==> src/rtl/core/bf_pkg.sv <==
package bf_pkg;

	localparam int SAMPLE_W   = 16;
	localparam int COLSUM_W   = 18;
	localparam int WSUM_W     = 20;
	localparam int ROW_W      = 12;
	localparam int OCOL_W     = 6;
	localparam int IW_W       = 7;
	localparam int IH_W       = 13;
	localparam int CFG_IDX_W  = 2;
	localparam int CFG_DATA_W = 13;

	// window size and frame limits
	localparam int WIN          = 3;
	localparam int MAX_HEIGHT   = 4096;
	localparam int RESET_WIDTH  = 10;
	localparam int RESET_HEIGHT = 10;

	typedef logic signed [SAMPLE_W-1:0] sample_t;
	typedef logic signed [COLSUM_W-1:0] colsum_t;
	typedef logic signed [WSUM_W-1:0]   wsum_t;

	typedef enum logic [CFG_IDX_W-1:0] {
		REG_IMAGE_WIDTH  = 2'd0,
		REG_IMAGE_HEIGHT = 2'd1
	} cfg_reg_t;

endpackage

==> src/rtl/core/bf_line_store.sv <==
module bf_line_store #(
	parameter int DEPTH = 64,
	parameter int AW    = 6
) (
	input  logic            clk,
	input  logic            arst_n,
	input  logic            rd_en,
	input  logic [AW-1:0]   rd_addr,
	input  logic            wr_en,
	input  logic [AW-1:0]   wr_addr,
	input  bf_pkg::sample_t wr_upper,
	input  bf_pkg::sample_t wr_lower,
	output bf_pkg::sample_t rd_upper_s1,
	output bf_pkg::sample_t rd_lower_s1
);
	import bf_pkg::*;

	sample_t          mem_upper_q [DEPTH];
	sample_t          mem_lower_q [DEPTH];
	logic [DEPTH-1:0] vld_q;

	// both rows of one column are written together
	always_ff @(posedge clk) begin
		if (wr_en) begin
			mem_upper_q[wr_addr] <= wr_upper;
			mem_lower_q[wr_addr] <= wr_lower;
		end
	end

	always_ff @(posedge clk or negedge arst_n) begin
		if (!arst_n) begin
			vld_q <= '0;
		end else if (wr_en) begin
			vld_q[wr_addr] <= 1'b1;
		end
	end

	// write in the same cycle to the same column is forwarded
	always_ff @(posedge clk) begin
		if (rd_en) begin
			if (wr_en && (wr_addr == rd_addr)) begin
				rd_upper_s1 <= wr_upper;
				rd_lower_s1 <= wr_lower;
			end else if (vld_q[rd_addr]) begin
				rd_upper_s1 <= mem_upper_q[rd_addr];
				rd_lower_s1 <= mem_lower_q[rd_addr];
			end else begin
				rd_upper_s1 <= '0;
				rd_lower_s1 <= '0;
			end
		end
	end

endmodule

==> src/rtl/core/bf_col_cell.sv <==
module bf_col_cell (
	input  logic            clk,
	input  logic            shift_en,
	input  bf_pkg::colsum_t col_in,
	input  bf_pkg::wsum_t   acc_in,
	output bf_pkg::colsum_t col_out,
	output bf_pkg::wsum_t   acc_out
);
	import bf_pkg::*;

	colsum_t col_q;

	// column sum moves one cell on per shift
	always_ff @(posedge clk) begin
		if (shift_en) begin
			col_q <= col_in;
		end
	end

	assign col_out = col_q;
	assign acc_out = acc_in + wsum_t'(col_q);

endmodule

==> src/rtl/core/box_filter_3x3_valid.sv <==
// 3x3 box filter, valid region only, over a row-major stream of signed q8.8 samples.
// pixel channel: pix_valid / pix_stall carry sample and frame_start, one per transaction.
// frame_start forces the position to row 0, column 0; frames also wrap on their own.
// result channel: sum_valid / sum_stall carry window_sum (sum of nine samples), out_row,
// out_col and last, one result for each sample at row >= 2 and column >= 2.
// config channel: cfg_valid / cfg_ready (always ready), cfg_index selects image_width (0)
// or image_height (1); other indexes are ignored. write only while the block is idle.
// throughput: one sample per cycle when not stalled, set by the single read/write port pair
// of the line stores and the one-column shift of the cell chain.
// path: a sample's result reaches the outputs through the line store read, the cell chain
// and the output register.
// stall: while a result waits with sum_stall high the whole pipeline holds and
// pix_stall is high; otherwise a sample is taken every cycle.
// reset: position to row 0, column 0, image 10 x 10, line store valid bits cleared at
// once so unwritten columns read as zero; no clearing pass.
module box_filter_3x3_valid #(
	parameter int MAX_WIDTH = 64
) (
	input  logic                            clk,
	input  logic                            arst_n,
	input  logic                            pix_valid,
	output logic                            pix_stall,
	input  bf_pkg::sample_t                 sample,
	input  logic                            frame_start,
	output logic                            sum_valid,
	input  logic                            sum_stall,
	output bf_pkg::wsum_t                   window_sum,
	output logic [bf_pkg::ROW_W-1:0]        out_row,
	output logic [bf_pkg::OCOL_W-1:0]       out_col,
	output logic                            last,
	input  logic                            cfg_valid,
	output logic                            cfg_ready,
	input  logic [bf_pkg::CFG_IDX_W-1:0]    cfg_index,
	input  logic [bf_pkg::CFG_DATA_W-1:0]   cfg_data
);
	import bf_pkg::*;

	localparam int CW         = $clog2(MAX_WIDTH);
	localparam int CMP_W      = (CW + 1 > IW_W) ? CW + 1 : IW_W;
	localparam int RST_W_EFF  = (RESET_WIDTH > MAX_WIDTH) ? MAX_WIDTH : RESET_WIDTH;

	// config, held as last column / last row of the clamped frame
	logic [CMP_W-1:0] w_last_q;
	logic [ROW_W-1:0] h_last_q;
	logic [CMP_W-1:0] cfg_w_ext;
	logic [CMP_W-1:0] w_eff;
	logic [IH_W-1:0]  h_eff;
	logic             cfg_acc;

	// position of the next sample
	logic [CW-1:0]    col_q;
	logic [ROW_W-1:0] row_q;
	logic [CW-1:0]    col_cur;
	logic [ROW_W-1:0] row_cur;
	logic [CMP_W-1:0] col_cur_ext;
	logic             col_wrap;
	logic             row_wrap;
	logic [CW-1:0]    col_nxt;
	logic [ROW_W-1:0] row_nxt;
	logic             emit_c;
	logic             last_c;
	logic [ROW_W-1:0] orow_c;
	logic [OCOL_W-1:0] ocol_c;

	// pipeline control
	logic pix_acc;
	logic adv;
	logic wr_pend_q;

	// stage 1: line store read data and item info
	logic              v_s1;
	sample_t           sample_s1;
	logic [CW-1:0]     col_s1;
	logic              emit_s1;
	logic              last_s1;
	logic [ROW_W-1:0]  orow_s1;
	logic [OCOL_W-1:0] ocol_s1;
	sample_t           rd_upper_s1;
	sample_t           rd_lower_s1;
	colsum_t           colsum_s1;

	// stage 2: item sits in the first cell
	logic              v_s2;
	logic              emit_s2;
	logic              last_s2;
	logic [ROW_W-1:0]  orow_s2;
	logic [OCOL_W-1:0] ocol_s2;

	// output register
	logic              sum_valid_q;
	wsum_t             window_sum_q;
	logic [ROW_W-1:0]  out_row_q;
	logic [OCOL_W-1:0] out_col_q;
	logic              last_q;

	colsum_t cell_col [WIN];
	wsum_t   cell_acc [WIN+1];
	logic    shift_en;

	// config port, always ready; values are clamped on the way in
	assign cfg_ready = 1'b1;
	assign cfg_acc   = cfg_valid && cfg_ready;
	assign cfg_w_ext = CMP_W'(cfg_data[IW_W-1:0]);

	always_comb begin
		if (cfg_w_ext < CMP_W'(WIN)) begin
			w_eff = CMP_W'(WIN);
		end else if (cfg_w_ext > CMP_W'(MAX_WIDTH)) begin
			w_eff = CMP_W'(MAX_WIDTH);
		end else begin
			w_eff = cfg_w_ext;
		end
		if (cfg_data < IH_W'(WIN)) begin
			h_eff = IH_W'(WIN);
		end else if (cfg_data > IH_W'(MAX_HEIGHT)) begin
			h_eff = IH_W'(MAX_HEIGHT);
		end else begin
			h_eff = cfg_data;
		end
	end

	always_ff @(posedge clk or negedge arst_n) begin
		if (!arst_n) begin
			w_last_q <= CMP_W'(RST_W_EFF - 1);
			h_last_q <= ROW_W'(RESET_HEIGHT - 1);
		end else if (cfg_acc) begin
			unique case (cfg_index)
				REG_IMAGE_WIDTH:  w_last_q <= w_eff - CMP_W'(1);
				REG_IMAGE_HEIGHT: h_last_q <= ROW_W'(h_eff - IH_W'(1));
				default: ;
			endcase
		end
	end

	// pipeline moves unless a result is stuck at the output
	assign adv       = !sum_valid_q || !sum_stall;
	assign pix_stall = !adv;
	assign pix_acc   = pix_valid && !pix_stall;

	// position of the incoming sample and where it goes next
	always_comb begin
		col_cur     = frame_start ? '0 : col_q;
		row_cur     = frame_start ? '0 : row_q;
		col_cur_ext = CMP_W'(col_cur);
		// a count past a shrunken bound wraps too
		col_wrap    = col_cur_ext >= w_last_q;
		row_wrap    = row_cur >= h_last_q;
		col_nxt     = col_wrap ? '0 : col_cur + CW'(1);
		if (!col_wrap) begin
			row_nxt = row_cur;
		end else if (row_wrap) begin
			row_nxt = '0;
		end else begin
			row_nxt = row_cur + ROW_W'(1);
		end
		emit_c = (row_cur >= ROW_W'(2)) && (col_cur >= CW'(2));
		last_c = (row_cur == h_last_q) && (col_cur_ext == w_last_q);
		orow_c = row_cur - ROW_W'(2);
		ocol_c = OCOL_W'(col_cur - CW'(2));
	end

	always_ff @(posedge clk or negedge arst_n) begin
		if (!arst_n) begin
			col_q <= '0;
			row_q <= '0;
		end else if (pix_acc) begin
			col_q <= col_nxt;
			row_q <= row_nxt;
		end
	end

	// line stores: read at acceptance, written back in the following cycle
	always_ff @(posedge clk or negedge arst_n) begin
		if (!arst_n) begin
			wr_pend_q <= 1'b0;
		end else begin
			wr_pend_q <= pix_acc;
		end
	end

	bf_line_store #(
		.DEPTH (MAX_WIDTH),
		.AW    (CW)
	) u_line_store (
		.clk         (clk),
		.arst_n      (arst_n),
		.rd_en       (pix_acc),
		.rd_addr     (col_cur),
		.wr_en       (wr_pend_q),
		.wr_addr     (col_s1),
		.wr_upper    (rd_lower_s1),
		.wr_lower    (sample_s1),
		.rd_upper_s1 (rd_upper_s1),
		.rd_lower_s1 (rd_lower_s1)
	);

	// stage 1
	always_ff @(posedge clk or negedge arst_n) begin
		if (!arst_n) begin
			v_s1 <= 1'b0;
		end else if (adv) begin
			v_s1 <= pix_valid;
		end
	end

	always_ff @(posedge clk) begin
		if (pix_acc) begin
			sample_s1 <= sample;
			col_s1    <= col_cur;
			emit_s1   <= emit_c;
			last_s1   <= last_c;
			orow_s1   <= orow_c;
			ocol_s1   <= ocol_c;
		end
	end

	assign colsum_s1 = colsum_t'(rd_upper_s1) + colsum_t'(rd_lower_s1) + colsum_t'(sample_s1);

	// stage 2: the column chain, newest column in the first cell
	assign shift_en    = adv && v_s1;
	assign cell_acc[0] = '0;

	for (genvar k = 0; k < WIN; k++) begin : g_cell
		bf_col_cell u_cell (
			.clk      (clk),
			.shift_en (shift_en),
			.col_in   ((k == 0) ? colsum_s1 : cell_col[(k == 0) ? 0 : k - 1]),
			.acc_in   (cell_acc[k]),
			.col_out  (cell_col[k]),
			.acc_out  (cell_acc[k+1])
		);
	end

	always_ff @(posedge clk or negedge arst_n) begin
		if (!arst_n) begin
			v_s2 <= 1'b0;
		end else if (adv) begin
			v_s2 <= v_s1;
		end
	end

	always_ff @(posedge clk) begin
		if (shift_en) begin
			emit_s2 <= emit_s1;
			last_s2 <= last_s1;
			orow_s2 <= orow_s1;
			ocol_s2 <= ocol_s1;
		end
	end

	// output register; samples at the top or left border give no result
	always_ff @(posedge clk or negedge arst_n) begin
		if (!arst_n) begin
			sum_valid_q <= 1'b0;
		end else if (adv) begin
			sum_valid_q <= v_s2 && emit_s2;
		end
	end

	always_ff @(posedge clk) begin
		if (adv && v_s2 && emit_s2) begin
			window_sum_q <= cell_acc[WIN];
			out_row_q    <= orow_s2;
			out_col_q    <= ocol_s2;
			last_q       <= last_s2;
		end
	end

	assign sum_valid  = sum_valid_q;
	assign window_sum = window_sum_q;
	assign out_row    = out_row_q;
	assign out_col    = out_col_q;
	assign last       = last_q;

`ifndef NO_ASSERTIONS
	// the final result of a frame sits in the last valid column
	a_last_col: assert property (@(posedge clk) disable iff (!arst_n)
		sum_valid && last |-> out_col == OCOL_W'(w_last_q - CMP_W'(2)))
		else $error("last result not in the last output column");

	// frame start restarts the scan at the first column
	a_frame_restart: assert property (@(posedge clk) disable iff (!arst_n)
		pix_acc && frame_start |=> (col_q == CW'(1)) && (row_q == '0))
		else $error("frame start did not restart the position");

	// inside a row the column count steps by one
	a_col_step: assert property (@(posedge clk) disable iff (!arst_n)
		pix_acc && !frame_start && (CMP_W'(col_q) < w_last_q)
		|=> col_q == $past(col_q) + CW'(1))
		else $error("column count did not advance by one");
`endif

endmodule

==> config.mk <==
export PLATFORM = sky130hd
export DESIGN_NAME = box_filter_3x3_valid
export DESIGN_NICKNAME = d
export VERILOG_FILES = /design/src/rtl/core/bf_pkg.sv /design/src/rtl/core/bf_line_store.sv /design/src/rtl/core/bf_col_cell.sv /design/src/rtl/core/box_filter_3x3_valid.sv
export SDC_FILE = /design/constraint.sdc
export NUM_CORES = 2
export LEC_CHECK = 0
export BUFFER_PORTS_ARGS = -buffer_cell sky130_fd_sc_hd__buf_2
export CORE_AREA = 8 8 529 531
export DETAILED_ROUTE_END_ITERATION = 8
export DIE_AREA = 0 0 537 539
export HOLD_SLACK_MARGIN = 0.08
export SLEW_MARGIN = 40
export SYNTH_ARGS = -nofsm -noshare
export SYNTH_HDL_FRONTEND = slang
export SYNTH_SLANG_ARGS = --single-unit
export TNS_END_PERCENT = 5
==> constraint.sdc <==
create_clock -name clk -period 5.6 [get_ports clk]
set_input_delay 1.4 -clock clk [delete_from_list [all_inputs] [get_ports clk]]
set_output_delay 1.4 -clock clk [all_outputs]
set_load 0.005 [all_outputs]
Yosys cells after proc, flatten, opt, wreduce, memory -nomap -nowiden:

Memory sizes are Yosys's and may differ from the RTL's.
Index checks and enable logic that the tools add are counted.

* add/subtract/negate cells: 10
* shift operators: 0
* eq/ne operators: 4
* magnitude comparators: 11
* div/mod/pow operators: 0
* multiplexer cells: 19
* reduce and logical (&&, ||, !) cells: 16
* $mul: 0
* bitwise operators: 1

Operator list (number)
* 16-bit two-way mux: 4
* 64-bit OR: 1
* 12-bit two-way mux: 5
* 19-bit by 18-bit adder with 20-bit output: 1
* 18-bit by 18-bit adder with 19-bit output: 1
* 17-bit by 16-bit adder with 18-bit output: 1
* 16-bit by 16-bit adder with 17-bit output: 1
* 6-bit by 7-bit < comparator with 1-bit output, second input constant: 2
* 7-bit two-way mux: 2
* 13-bit > comparator, second input constant: 1
* 13-bit by 2-bit < comparator with 1-bit output, second input constant: 1
* 12-bit by 1-bit adder with 12-bit output, second input constant: 1
* 12-bit equality test: 1
* 12-bit >= comparator: 1
* 12-bit by 2-bit >= comparator with 1-bit output, second input constant: 1
* 6-bit two-way mux: 2
* 12-bit by 1-bit subtractor with 12-bit output, second input constant: 1
* 12-bit by 2-bit subtractor with 12-bit output, second input constant: 1
* 1-bit logical AND: 9
* 6-bit by 7-bit equality test with 1-bit output: 1
* 6-bit by 7-bit >= comparator with 1-bit output: 1
* 7-bit > comparator, second input constant: 1
* 7-bit by 2-bit < comparator with 1-bit output, second input constant: 1
* 7-bit by 1-bit subtractor with 7-bit output, second input constant: 1
* 13 further kinds: 19

* input bits: 37
* register bits: 292
* logic and storage cells: 91
* memories: 2
* output and inout bits: 42
* bits in writable memories: 2048
* latch bits: 0
* memory bits (read-only): 0

Memory list
* u_line_store.mem_lower_q: depth 64, width 16, rd ports 1, clocked after memory_dff 0, write ports 1, line bf_line_store.sv:19 `sample_t mem_lower_q [DEPTH];`
* u_line_store.mem_upper_q: depth 64, width 16, rd ports 1, clocked after memory_dff 0, write ports 1, line bf_line_store.sv:18 `sample_t mem_upper_q [DEPTH];`

Logic depth before layout (Yosys ltp):

* depth in word-level cells: 5
* gate-level depth with buffers: 15
* gate-level depth less buffers: 14

Modules after synthesis:

A second synthesis with hierarchy kept.

* cell total of the unflattened synthesis: 4577
* area total of the unflattened synthesis: 93161.8 um^2

Modules (own cells, without submodules)
* bf_line_store: cells each 3525, instances 1, sequential area each 64061.4 um^2, area an instance 81331.8 um^2
* box_filter_3x3_valid: cells each 602, instances 1, sequential area each 4033.9 um^2, area an instance 7205.7 um^2
* bf_col_cell: cells each 150, instances 3, sequential area each 540.5 um^2, area an instance 1541.5 um^2

Least setup slack after synthesis:

No wires, ideal clock.

* path kind: input -> register
* start: in frame_start
* end: reg col_q[5]
* slack: 1414 ps
* stages on the path: 13
* data required time: 5489 ps
* setup time: 111 ps
* arrival: 4075 ps
* path buffers: 4
* cell sequence: buf_6 -> nand2b_4 -> buf_6 -> buf_2 -> clkbuf_1 -> ha_1 -> nand2b_1 -> a21o_1 -> a21o_1 -> a21o_1 -> a31oi_1 -> nand3_1 -> o41ai_1

* cells in the longest elaborated chain, start to end: 3
* elaborated cells on any way between the ends: 4
* classes of those cells: add/sub (1); order compare (1); mux (2)

RTL lines
* start: declaration: line box_filter_3x3_valid.sv:24 `input logic frame_start,`
* 6-bit two-way mux *: line box_filter_3x3_valid.sv:142 `col_cur = frame_start ? '0 : col_q;`
* 6-bit by 1-bit adder with 6-bit output / 6-bit by 7-bit >= comparator with 1-bit output (equally long branches): line box_filter_3x3_valid.sv:148, box_filter_3x3_valid.sv:146
* 6-bit two-way mux *: line box_filter_3x3_valid.sv:148 `col_nxt = col_wrap ? '0 : col_cur + CW'(1);`
* end signal: assignment: line box_filter_3x3_valid.sv:167 `col_q <= col_nxt;`
* end: declaration: line box_filter_3x3_valid.sv:51 `logic [CW-1:0] col_q;`

Every way passes the cells marked *; elsewhere a longest branch is shown, timed or not.
A chain may end at the register's enable or synchronous reset.

Final worst setup path:

* start: reg col_q[0]
* end: reg u_line_store.rd_lower_s1[15], data pin

* cells in the longest elaborated chain, start to end: 5
* elaborated cells on any way between the ends: 8
* classes of those cells: eq/ne (1); mux (5); reduce/logical (1); memory (1)

RTL lines
* 6-bit two-way mux *: line box_filter_3x3_valid.sv:142
* 1-bit binary-select mux with 6-bit select: line bf_line_store.sv:44 `end else if (vld_q[rd_addr]) begin`
* 1-bit two-way mux (implied by the code): line bf_line_store.sv:44
* 16-bit two-way mux: line bf_line_store.sv:44
* 16-bit two-way mux *: line bf_line_store.sv:41 `if (wr_en && (wr_addr == rd_addr)) begin`
* end signal: assignment: line bf_line_store.sv:43 `rd_lower_s1 <= wr_lower;`
* end signal: assignment: line bf_line_store.sv:46 `rd_lower_s1 <= mem_lower_q[rd_addr];`
* end: declaration: line bf_line_store.sv:14 `output bf_pkg::sample_t rd_lower_s1`

Every way passes the cells marked *; elsewhere a longest branch is shown, timed or not. The select of a mux whose other input is x is not followed.

==> key figures <==
Synth
  – Distinct cells, synth: 84
  – Post-synth EDFFs: 2234
  – Top_reg_cell synth: edfxtp_1
  – Fraction of registers with async set/reset: 4.489%
  – Yosys reg bits: 2339
  – Synth Cell Area: 0.09446 mm^2
  – Mapped Avg Cell Area: 15.51 um^2
  – Largest area contributor in the netlist: edfxtp_1
  – Top-area cell type share of the netlist area: 71.02%
  – Syn nets: 6224
  – Sequential area share after synthesis: 73.80%
  – Post-Syn Instances: 6089
  – Synth area leaders: edfxtp_1 (71%), mux2i_1 (5.4%), dfrtp_1 (2.7%)
  – Syn. warnings: 0

Worst setup path
  – CP max stage delay: 0.88 ns
  – CP Class: reg2reg
  – WP data required: 6.30 ns
  – Slowest CP cell: dfrtp_4
  – R2R Setup Slk: 1.14 ns
  – CP Cell Sequence: nand2b_4, inv_16, buf_12, mux2i_1, a221oi_1, nor3_1, buf_4, o21ai_1, o22ai_1, o31ai_1
  – Critical Path AT: 5.16 ns
  – Critical Path Fanout Max: 73
  – Startpoint types: register
  – Critical Path End Type: register

Run
  – Max Cap Viol: 0

Detailed routing
  – DRT antenna net count: 0
  – Top sig layer: met5
  – Detailed Route WL: 275.7 mm
  – Met2 routed WL: 123.2 mm
  – # DRC: 0
  – Drt first pass iters: 7
  – Vias per cell: 5.582
  – Routed via count: 56526
  – Post-Route M1 WL: 114.6 mm
  – Metal3 WL: 27.11 mm
  – Initial drt markers: 6568
  – Routed wire per std cell: 27.22 um

Timing
  – Slew Viols, Final: 0
  – Hold Fails Final Rpt: 0
  – Unrepaired setup endpoints after global routing: false
  – Layout Skew: 0.05756 ns
  – Worst slew pin tran: 0.9169 ns
  – Final setup viols: 0
  – Tmin final: 4.460 ns
  – Setup_tns: 0 ns
  – Fmax: 0.2242 GHz
  – Worst slew margin: 38.23%
  – Period Utilization, post-route: 79.65%

Clocking
  – Clock sink count: 2339
  – Later-pin clock latency in the skew report: 0.89 ns
  – H-tree Lvls: 4
  – Inserted Clock Buffers: 234
  – Clock root buffer: clkbuf_16
  – Max Root-Sink Buffers: 3
  – Post-CTS Setup Repair Bufs: 0
  – Clock slew at reported path FFs: 0.06 ns
  – CTS tree: built
  – CTS-repair resized insts: 0
  – Hold-fix buffers, CTS: 0

GRT
  – Total global-route track usage: 18.27%
  – Largest net degree at the start of global routing: 135
  – First-pass GRT wire length: 392.3 mm
  – Vias in the first global route: 54612
  – Initial antenna violation count: 16
  – GRT Residual Overflow: 0

Place
  – Port bufs: 77
  – Post-DP HPWL: 158.4 mm
  – RD Place Congestion: 0.8896

Finish
  – Number of fill cells: 24518
  – Share of layout cells above drive strength 1: 14.66%
  – Net count, final: 6468
  – Area growth syn-to-layout: 15.16%
  – Final core occ: 40.00%

Die
  – Die area: 0.2894 mm^2
  – Horiz. Die Dim: 537 um
  – Core Rows: 192
  – DIE HEIGHT: 539 um
  – # IOs: 79
  – Initial core utilization: 34.74%
  – Core area: 0.2719 mm^2

Status
  – Status: finished clean

Pwr
  – Maximum vdd drop: 0.3441 mV
  – Final Power: 47.27 mW
  – Pwr per Cell Area: 434.6 mW/mm^2
  – Leak: 35.83 nW

Min path
  – Hold WC Path Type: reg2reg
## layout by cell type (no fill, tap or decap), types with 30 or more instances in the layout
master	netlist	routed
or2_2	67	67
xnor2_1	42	42
dfrtp_1	101	98
ha_1	62	62
clkinv_2	0	47
buf_12	2	30
a21oi_1	60	60
edfxtp_1	2234	2234
buf_2	89	76
a31oi_1	193	193
a211oi_1	212	212
clkbuf_16	0	236
nand3_1	31	31
clkbuf_1	206	51
nor2b_1	218	218
clkinv_1	2	51
nor3_1	202	189
nor2_1	343	275
nor2_4	1	70
o22ai_1	91	91
o21ai_0	152	143
nand2_1	515	511
a2111oi_0	117	111
a221oi_1	190	190
mux2i_1	505	505
buf_4	31	237
fa_1	36	36
inv_1	58	56
## critical path: cells and delay by family (launching register included)
family,cells,cell delay [ns]
DFF,1,0.88
and+or+nand+nor,2,0.49
buffers and inverters,3,1.07
AOI/OAI and AO/OA,4,1.51
muxes,1,0.15
## synth_stat cells (all sizes together), types with 5 or more instances
cell	n
inv	61
nand4	13
a21oi	61
mux2	16
ha	62
nor2b	218
mux2i	505
nand3b	7
a211oi	213
nand3	31
and3	10
o22ai	91
o31ai	36
buf	184
dfrtp	101
xor2	11
nor4	11
a311oi	16
o21ai	165
or3	6
a221oi	194
nand2	518
nor3	202
a31oi	193
fa	36
nor2	345
and2	5
clkbuf	207
o211ai	5
a22oi	7
or2	67
a21o	22
o2111ai	6
o21a	8
edfxtp	2234
a2111oi	117
xnor2	42
nand2b	10
## power by group
group | leakage [nW] | internal (mW) | total, mW | switching, mW
registers | 21.5 | 20.9 | 21.5 | 0.612
clock network | 3.65 | 8.63 | 15.3 | 6.71
logic | 10.7 | 3.40 | 10.5 | 7.06
total | 35.8 | 32.9 | 47.3 | 14.4
## per-layer routing
| metal | GRT usage [%] | vias up |
|---|---|---|
| met5 | 0 | - |
| met4 | 6.620 | 4 |
| met3 | 4.529 | 455 |
| met2 | 28.17 | 2728 |
| met1 | 25.10 | 29011 |
| li1 | - | 24328 |
## per-stage QoR
step | cells | hold WS [ns] | setup slack (ns) | cell area, um^2
floorplan | 6089 | 0.4003 | 1.414 | 94460
global placement | 9645 | 0.4024 | 0.2751 | 100300
detailed placement | 9682 | 0.4045 | 0.6127 | 101100
CTS | 10113 | 0.4186 | 1.263 | 108600
global route | 10118 | 0.4223 | 1.122 | 108800
finish | 10127 | 0.4182 | 1.140 | 108800
## registers in the layout (all words and copies together) (netlist names), 5 cells and up
register                  cells
u_line_store.mem_lower_q   1024
window_sum                   20
h_last_q                     12
out_col                       6
u_line_store.rd_lower_s1     16
g_cell.u_cell.col_out        54
col_q                         6
out_row                      12
row_q                        12
sample_s1                    16
ocol_s1                       5
w_last_q                      7
u_line_store.vld_q           64
orow_s2                      12
ocol_s2                       6
col_s1                        6
orow_s1                      12
u_line_store.mem_upper_q   1024
u_line_store.rd_upper_s1     16
## area by class of cell
class / count / area [um^2] / area share (%)
well taps: 3589 / 4491 / 4.128
diodes: 10 / 25.02 / 0.02300
multi-input cells: 3296 / 23100 / 21.23
repair buffers: 399 / 3694 / 3.395
inverters: 63 / 256.5 / 0.2358
clock buffers: 291 / 6152 / 5.655
clock inverters: 140 / 1340 / 1.232
flip-flops and latches: 2339 / 69730 / 64.10
## cell families after synthesis
kind of cell / after synthesis / synth area share, %
flops: 2339 / 73.80
xor+xnor: 53 / 0.4914
fa+ha+maj: 98 / 1.584
buf+inv: 454 / 2.454
mux: 525 / 5.637
simple gates: 1459 / 7.174
other cells: 1 / 0.003970
compound gates: 1160 / 8.852
## final timing paths
check                                startpoint                                endpoint  cells past startpoint
setup reg to reg           col_q[0]$_DFFE_PN0P_  u_line_store.rd_lower_s1[15]$_DFFE_PP_                     10
min in group asynchronous                arst_n                h_last_q[11]$_DFFE_PN0P_                      1
hold / removal             orow_s2[7]$_DFFE_PP_                    out_row[7]$_DFFE_PP_                      0
hold reg to reg            orow_s2[7]$_DFFE_PP_                    out_row[7]$_DFFE_PP_                      0
max in group asynchronous                arst_n      u_line_store.vld_q[29]$_DFFE_PN0P_                      2
setup / recovery           col_q[0]$_DFFE_PN0P_  u_line_store.rd_lower_s1[15]$_DFFE_PP_                     10
(Power assumes the default switching activity.)
